File: src/rtl/core/afr_pkg.sv
// Package for the API frame receiver: phase and status codes, field widths.
// Used by the channel interfaces and by api_frame_receiver; depends on nothing.

package afr_pkg;

  localparam int unsigned BYTE_W  = 8;
  localparam int unsigned LEN_W   = 16;
  localparam int unsigned CFG_IDX_W = 2;
  localparam int unsigned CFG_DAT_W = 16;

  localparam logic [BYTE_W-1:0] SUM_GOOD          = 8'hFF;
  localparam logic [BYTE_W-1:0] DELIM_RESET       = 8'h7E;
  localparam logic [LEN_W-1:0]  MAX_LENGTH_RESET  = 16'd256;

  typedef enum logic [CFG_IDX_W-1:0] {
    REG_START_DELIMITER = 2'd0,
    REG_MAX_LENGTH      = 2'd1
  } reg_idx_t;

  typedef enum logic [2:0] {
    PH_HUNT   = 3'd0,
    PH_LEN_HI = 3'd1,
    PH_LEN_LO = 3'd2,
    PH_DATA   = 3'd3,
    PH_CHECK  = 3'd4
  } phase_t;

  typedef enum logic [1:0] {
    ST_NONE    = 2'd0,
    ST_OK      = 2'd1,
    ST_LEN_ERR = 2'd2,
    ST_SUM_ERR = 2'd3
  } status_t;

endpackage

File: src/rtl/core/afr_rx_if.sv
// Input channel of the API frame receiver: one received serial byte per word.
// Depends on afr_pkg.

interface afr_rx_if;
  import afr_pkg::*;

  logic              valid;
  logic              ready;
  logic [BYTE_W-1:0] rx_byte;

  modport source (output valid, output rx_byte, input ready);
  modport sink   (input valid, input rx_byte, output ready);
endinterface

File: src/rtl/core/afr_tx_if.sv
// Result channel of the API frame receiver: payload byte, index and frame status.
// Depends on afr_pkg.

interface afr_tx_if;
  import afr_pkg::*;

  logic              valid;
  logic              ready;
  logic              payload_valid;
  logic [BYTE_W-1:0] payload_byte;
  logic [LEN_W-1:0]  payload_index;
  logic [1:0]        frame_status;

  modport source (output valid, output payload_valid, output payload_byte,
                  output payload_index, output frame_status, input ready);
  modport sink   (input valid, input payload_valid, input payload_byte,
                  input payload_index, input frame_status, output ready);
endinterface

File: src/rtl/core/afr_cfg_if.sv
// Configuration write channel of the API frame receiver: register index and data.
// Depends on afr_pkg.

interface afr_cfg_if;
  import afr_pkg::*;

  logic                 valid;
  logic                 ready;
  logic [CFG_IDX_W-1:0] index;
  logic [CFG_DAT_W-1:0] data;

  modport source (output valid, output index, output data, input ready);
  modport sink   (input valid, input index, input data, output ready);
endinterface

File: src/rtl/core/api_frame_receiver.sv
// API frame receiver: hunts for a start delimiter, takes a big-endian length,
// streams payload bytes with their index and checks the 8-bit frame checksum.
// Depends on afr_pkg, afr_rx_if, afr_tx_if and afr_cfg_if.
// Each accepted byte's result word is registered for the next cycle; the receiver takes
// one byte per cycle, and input stalls only while a result word waits unread.
// Reset is synchronous: hunting phase, empty result register, default registers.

module api_frame_receiver (
  input logic       clk,
  input logic       rst,
  afr_rx_if.sink    rx,
  afr_tx_if.source  tx,
  afr_cfg_if.sink   cfg
);
  import afr_pkg::*;

  logic [BYTE_W-1:0] start_delimiter;
  logic [LEN_W-1:0]  max_length;

  phase_t            phase;
  phase_t            phase_next;
  logic [LEN_W-1:0]  frame_length;
  logic [LEN_W-1:0]  frame_length_next;
  logic [LEN_W-1:0]  byte_index;
  logic [LEN_W-1:0]  byte_index_next;
  logic [BYTE_W-1:0] running_sum;
  logic [BYTE_W-1:0] running_sum_next;

  logic              res_pvalid;
  logic [BYTE_W-1:0] res_pbyte;
  logic [LEN_W-1:0]  res_pidx;
  status_t           res_status;

  logic              out_valid;
  logic              out_pvalid;
  logic [BYTE_W-1:0] out_pbyte;
  logic [LEN_W-1:0]  out_pidx;
  status_t           out_status;

  logic              accept;
  logic [BYTE_W-1:0] sum_add;
  logic [LEN_W-1:0]  index_inc;
  logic [LEN_W-1:0]  length_full;

  assign rx.ready  = !out_valid || tx.ready;
  assign accept    = rx.valid && rx.ready;
  assign cfg.ready = 1'b1;

  always_ff @(posedge clk) begin
    if (rst) begin
      start_delimiter <= DELIM_RESET;
      max_length      <= MAX_LENGTH_RESET;
    end else if (cfg.valid) begin
      case (cfg.index)
        REG_START_DELIMITER: start_delimiter <= cfg.data[BYTE_W-1:0];
        REG_MAX_LENGTH:      max_length      <= cfg.data[LEN_W-1:0];
        default: ;
      endcase
    end
  end

  assign sum_add     = running_sum + rx.rx_byte;
  assign index_inc   = byte_index + 1'b1;
  assign length_full = {frame_length[LEN_W-1:BYTE_W], rx.rx_byte};

  always_comb begin
    phase_next        = phase;
    frame_length_next = frame_length;
    byte_index_next   = byte_index;
    running_sum_next  = running_sum;
    res_pvalid        = 1'b0;
    res_pbyte         = '0;
    res_pidx          = '0;
    res_status        = ST_NONE;
    unique case (phase)
      PH_LEN_HI: begin
        frame_length_next = {rx.rx_byte, {BYTE_W{1'b0}}};
        phase_next        = PH_LEN_LO;
      end
      PH_LEN_LO: begin
        frame_length_next = length_full;
        running_sum_next  = '0;
        byte_index_next   = '0;
        if (length_full > max_length) begin
          res_status = ST_LEN_ERR;
          phase_next = PH_HUNT;
        end else if (length_full == '0) begin
          phase_next = PH_CHECK;
        end else begin
          phase_next = PH_DATA;
        end
      end
      PH_DATA: begin
        res_pvalid       = 1'b1;
        res_pbyte        = rx.rx_byte;
        res_pidx         = byte_index;
        running_sum_next = sum_add;
        byte_index_next  = index_inc;
        if (index_inc >= frame_length || index_inc == '0) begin
          phase_next = PH_CHECK;
        end
      end
      PH_CHECK: begin
        running_sum_next = sum_add;
        res_status       = (sum_add == SUM_GOOD) ? ST_OK : ST_SUM_ERR;
        phase_next       = PH_HUNT;
      end
      default: begin
        phase_next = (rx.rx_byte == start_delimiter) ? PH_LEN_HI : PH_HUNT;
      end
    endcase
  end

  always_ff @(posedge clk) begin
    if (rst) begin
      phase        <= PH_HUNT;
      frame_length <= '0;
      byte_index   <= '0;
      running_sum  <= '0;
    end else if (accept) begin
      phase        <= phase_next;
      frame_length <= frame_length_next;
      byte_index   <= byte_index_next;
      running_sum  <= running_sum_next;
    end
  end

  always_ff @(posedge clk) begin
    if (rst) begin
      out_valid <= 1'b0;
    end else if (accept) begin
      out_valid <= 1'b1;
    end else if (tx.ready) begin
      out_valid <= 1'b0;
    end
  end

  always_ff @(posedge clk) begin
    if (accept) begin
      out_pvalid <= res_pvalid;
      out_pbyte  <= res_pbyte;
      out_pidx   <= res_pidx;
      out_status <= res_status;
    end
  end

  assign tx.valid         = out_valid;
  assign tx.payload_valid = out_pvalid;
  assign tx.payload_byte  = out_pbyte;
  assign tx.payload_index = out_pidx;
  assign tx.frame_status  = out_status;

  a_payload_no_status: assert property (@(posedge clk) disable iff (rst)
    out_valid && out_pvalid |-> out_status == ST_NONE)
    else $error("Payload word carries a frame status.");

  a_data_length_nonzero: assert property (@(posedge clk) disable iff (rst)
    phase == PH_DATA |-> frame_length != '0 && byte_index < frame_length)
    else $error("Payload phase with index outside the frame length.");

  a_hunt_stays: assert property (@(posedge clk) disable iff (rst)
    accept && phase == PH_HUNT && rx.rx_byte != start_delimiter |=> phase == PH_HUNT)
    else $error("Left hunting without a start delimiter.");

  a_no_loss: assert property (@(posedge clk) disable iff (rst)
    out_valid && !tx.ready |-> !accept)
    else $error("Input accepted while a result word is held.");

endmodule

File: src/flat_wrapper.sv
// flat-port wrapper written by rule: the top's interface ports become plain ports
module api_frame_receiver_flat import afr_pkg::*;
  (clk, rst, rx_valid, rx_rx_byte, rx_ready, tx_valid, tx_payload_valid, tx_payload_byte, tx_payload_index, tx_frame_status, tx_ready, cfg_valid, cfg_index, cfg_data, cfg_ready);
  afr_rx_if rx_i ();
  afr_tx_if tx_i ();
  afr_cfg_if cfg_i ();
  input logic clk;
  input logic rst;
  input wire logic [$bits(rx_i.valid)-1:0] rx_valid;
  input wire logic [$bits(rx_i.rx_byte)-1:0] rx_rx_byte;
  output wire logic [$bits(rx_i.ready)-1:0] rx_ready;
  output wire logic [$bits(tx_i.valid)-1:0] tx_valid;
  output wire logic [$bits(tx_i.payload_valid)-1:0] tx_payload_valid;
  output wire logic [$bits(tx_i.payload_byte)-1:0] tx_payload_byte;
  output wire logic [$bits(tx_i.payload_index)-1:0] tx_payload_index;
  output wire logic [$bits(tx_i.frame_status)-1:0] tx_frame_status;
  input wire logic [$bits(tx_i.ready)-1:0] tx_ready;
  input wire logic [$bits(cfg_i.valid)-1:0] cfg_valid;
  input wire logic [$bits(cfg_i.index)-1:0] cfg_index;
  input wire logic [$bits(cfg_i.data)-1:0] cfg_data;
  output wire logic [$bits(cfg_i.ready)-1:0] cfg_ready;
  assign rx_i.valid = rx_valid;
  assign rx_i.rx_byte = rx_rx_byte;
  assign rx_ready = rx_i.ready;
  assign tx_valid = tx_i.valid;
  assign tx_payload_valid = tx_i.payload_valid;
  assign tx_payload_byte = tx_i.payload_byte;
  assign tx_payload_index = tx_i.payload_index;
  assign tx_frame_status = tx_i.frame_status;
  assign tx_i.ready = tx_ready;
  assign cfg_i.valid = cfg_valid;
  assign cfg_i.index = cfg_index;
  assign cfg_i.data = cfg_data;
  assign cfg_ready = cfg_i.ready;
  api_frame_receiver u_core (.clk(clk), .rst(rst), .rx(rx_i), .tx(tx_i), .cfg(cfg_i));
endmodule
File: config.mk
export PLATFORM = sky130hd
export DESIGN_NAME = api_frame_receiver_flat
export DESIGN_NICKNAME = d
export VERILOG_FILES = /design/src/rtl/core/afr_pkg.sv /design/src/rtl/core/afr_rx_if.sv /design/src/rtl/core/afr_tx_if.sv /design/src/rtl/core/afr_cfg_if.sv /design/src/rtl/core/api_frame_receiver.sv /design/src/flat_wrapper.sv
export SDC_FILE = /design/constraint.sdc
export NUM_CORES = 1
export LEC_CHECK = 0
export ABC_CLOCK_PERIOD_IN_PS = 4600
export BUFFER_PORTS_ARGS = -buffer_cell sky130_fd_sc_hd__buf_2
export CAP_MARGIN = 10
export CORE_MARGIN = 2
export CORE_UTILIZATION = 64
export CTS_BUF_LIST = sky130_fd_sc_hd__clkbuf_16
export DETAILED_ROUTE_END_ITERATION = 8
export GPL_TIMING_DRIVEN = 0
export PLACE_DENSITY = 0.86
export REMOVE_ABC_BUFFERS = 1
export SLEW_MARGIN = 20
export SYNTH_ARGS = -nofsm -noshare
export SYNTH_HDL_FRONTEND = slang
export SYNTH_SLANG_ARGS = --single-unit
File: constraint.sdc
create_clock -name clk -period 4.6 [get_ports clk]
set_input_delay 0.23 -clock clk [delete_from_list [all_inputs] [get_ports clk]]
set_output_delay 0.23 -clock clk [all_outputs]
set_load 0.03 [all_outputs]
==> parameters.txt <==
Parameter                              Value

Synthesis
  Post-synthesis area per instance    8.93 um2
  Share of synthesized registers carrying an async set or reset    0%
  Count of unique library cells instantiated by Yosys    62
  Post-Syn Instances    605
  Yosys warns    0
  Primary FF master, synth    dfxtp_1
  Mapped cell area    5400 um2
  Number of storage elements in the synthesis netlist    95
  Share of the yosys chip area belonging to registers    between 40% and 50%
  Number of flops mapped to enable cells by yosys    27

Placement
  Total placed cells including tap cells    737
  Input/output buffers    59
  Setup slack after placement    ~1.1 ns
  Routability Congestion    roughly 0.9
  HPWL reported at the end of detailed placement    approximately 8300 um

Detailed routing
  Wirelength per Cell    16.0 um
  Total Routed Length    12,000 um
  DRC errors left    0
  Number of antenna-violating nets in the routed design    0
  Initial DRC count    349
  Overall via count from detail_route    4,529
  DR vias/cell    about 6
  Drt first pass iters    6

Pwr
  Total chip power    approximately 1.8 mW
  Pwr/cell area    ~310 nW/um2
  Internal power component    about 1.4 mW
  Leakage power    roughly 2.4 nW
  Share of total power in sequential cells    roughly half
  Share of total power consumed by net switching    26.0%
  VDD IR max    0.226 mV
  Switching power summed over all nets    between 0.4 and 0.5 mW
  Comb power frac    between 10% and 20%
  Clock network fraction of total power    38.9%

Worst setup path
  Reg2reg end    u_core.phase[2]
  Startpoint class of the critical path    flip-flop
  Setup slack, reg-to-reg    1.01 ns
  Required time of the worst setup path    around 4.9 ns
  Crit Path Category    flip-flop to flip-flop
  Worst path arrival time    roughly 3.8 ns
  Launch point of the worst reg-to-reg path    u_core.byte_index[0]
  CP Capture Type    flip-flop
  Worst reg2reg path depth    12
  Critical Path Fanout Max    7

Finish
  Ant. Diodes    0
  Most frequent cells in the layout    dfxtp_1 (68), nand2_1 (60), buf_2 (58)
  Area Overhead vs Synth    10.4%
  Share of cells above drive strength 1    approximately 15%
  Final #Nets    716
  Post-Layout Cell Count    ~750
  Most common cell after layout, fill and taps aside    dfxtp_1

STA
  Number of failing hold endpoints at the final stage    0
  Final-report max-slew violation count    0
  Total Neg Setup Slack    0 ns
  Min Tclk post-route    about 3.6 ns
  Number of failing setup endpoints in the final timing report    0
  Post-Route Skew    about 0.0064 ns
  Min Hold Slack    0.101 ns
  Unrepaired setup endpoints after global routing    false
  Final setup margin    1.01 ns
  Max_slew headroom    a little over two fifths
  Transition at the pin with the smallest max-transition slack    between 0.8 and 0.9 ns
  Peak clock frequency supported by timing    279 MHz
  Crit share post-route    about 78%

Die
  Die X    about 96 um
  Area of the core    ~8000 um2
  Cell Rows    33
  Die Outline Area    between 9000 and 10,000 um2
  Starting density of the core    between 60% and 70%
  Number of primary I/O pins    slightly above 60
  Die boundary height    about 96 um

Run
  Max_cap viols    0

Clock tree
  CTS H-Tree Depth    3
  Number of instances resized during post-cts repair    0
  CTS clk-pin slew, worst paths    0.07 ns
  CTS Root Cell    clkbuf_16
  TritonCTS clock tree    done
  Count of hold buffers inserted by post-cts repair    0
  Clock Sink Count    95
  Setup Fix Bufs, Post-CTS    0
  Clock latency reported for the late side of the worst-skew pair    about 0.34 ns
  CTS Buf Count    9
  Maximum count of clock buffers along a single path    2

Status
  Outcome    finished clean

Min path
  Launch instance of the worst min-delay path    cfg_data[6]
  Instance count along the most critical hold path    2
  Worst hold-check path type    primary input to flip-flop
  Endpoint of the worst hold path    u_core.start_delimiter[6]

Global routing
  Global-route wire length before repair    20,100 um
  Initial antenna violation count    0
  Overflow left after global routing    0
  Largest net degree at the start of global routing    69
  Vias in the first global route    between 4,000 and 5,000
  Global-route total usage across every layer    28.1%
-- cell families after synthesis --
group | count (synthesis) | share of synthesized area [%]
compound gates | 135 | 16.8
mux | 2 | 0.371
other cells | 1 | 0.0694
fa+ha+maj | 42 | 9.87
simple gates | 226 | 21.9
buf+inv | 73 | 5.74
flops | 95 | 40.2
xor+xnor | 31 | 5.03
-- power by group through the flow --
stage | sequential [mW] | combinational, mW | clock (mW)
6_report | 0.904 | 0.218 | 0.715
5_1_grt | 0.907 | 0.241 | 0.755
4_1_cts | 0.904 | 0.217 | 0.715
3_5_place_dp | 0.923 | 0.214 | 0
3_3_place_gp | 0.921 | 0.205 | 0
2_1_floorplan | 0.946 | 0.113 | 0
-- critical path: stages (launching register included) --
cell	delay, ns
dfxtp_1	0.50
ha_1	0.42
and4_4	0.29
nand3_1	0.15
nor3_1	0.26
xor2_1	0.23
ha_1	0.29
a21o_1	0.19
a211oi_1	0.34
o41ai_1	0.13
o21a_1	0.23
a21o_2	0.23
a311oi_2	0.23
-- flip-flops by register name, summed over array words and instances, names as in the netlist --
name,cells
u_core.byte_index,16
u_core.frame_length,16
u_core.max_length,16
u_core.tx.payload_index,16
u_core.running_sum,8
u_core.start_delimiter,8
u_core.tx.payload_byte,8
u_core.phase,3
u_core.tx.frame_status,2
u_core.tx.payload_valid,1
u_core.tx.valid,1
-- per-layer routing --
layer | routed length, um | vias up | GRT usage [%] | part of all wire, %
li1 | - | 2212 | - | -
met3 | 911 | 26 | 3.76 | 7.6
met5 | 0 | - | 0 | 0
met2 | 5880 | 171 | 47.8 | 49
met4 | 260 | 0 | 11.1 | 2.2
met1 | 4980 | 2120 | 36.3 | 41
-- cell usage after synthesis, types with 14 or more instances --
library cell  instances  area, um2
dfxtp_1              68       1360
nand2_1              60        225
a21oi_1              54        270
nor2_1               43        161
ha_1                 41        513
inv_1                40        150
nand3_1              31        155
edfxtp_1             27        811
clkbuf_1             23       86.3
and2_1               21        131
xnor2_1              20        175
o21ai_0              16       80.1
a22oi_1              14        105
-- final cells by class --
type	count	area, um2
clock buffers	10	250
clock inverters	6	31.3
fillers	632	2250
inverters	40	150
multi-input cells	437	2920
flip-flops and latches	95	2170
well taps	105	131
repair buffers	60	305
-- worst max path at each step --
stage	start	to	cells after the start
CTS	u_core.byte_index[0]	u_core.phase[2]	12
global placement	u_core.byte_index[0]	u_core.phase[2]	12
floorplan	u_core.byte_index[0]	u_core.phase[2]	12
global route	u_core.byte_index[0]	u_core.phase[2]	12
finish	u_core.byte_index[0]	u_core.phase[2]	12
detailed placement	u_core.byte_index[0]	u_core.phase[2]	12
-- per-stage QoR --
step           area [um2]  util, %
2_1_floorplan        5240        -
6_report             5960     72.6
3_3_place_gp         5670     69.0
4_1_cts              5960     72.6
5_1_grt              5960     72.6
3_5_place_dp         5680     69.2
No activity file was read; power rests on OpenSTA's default activity.
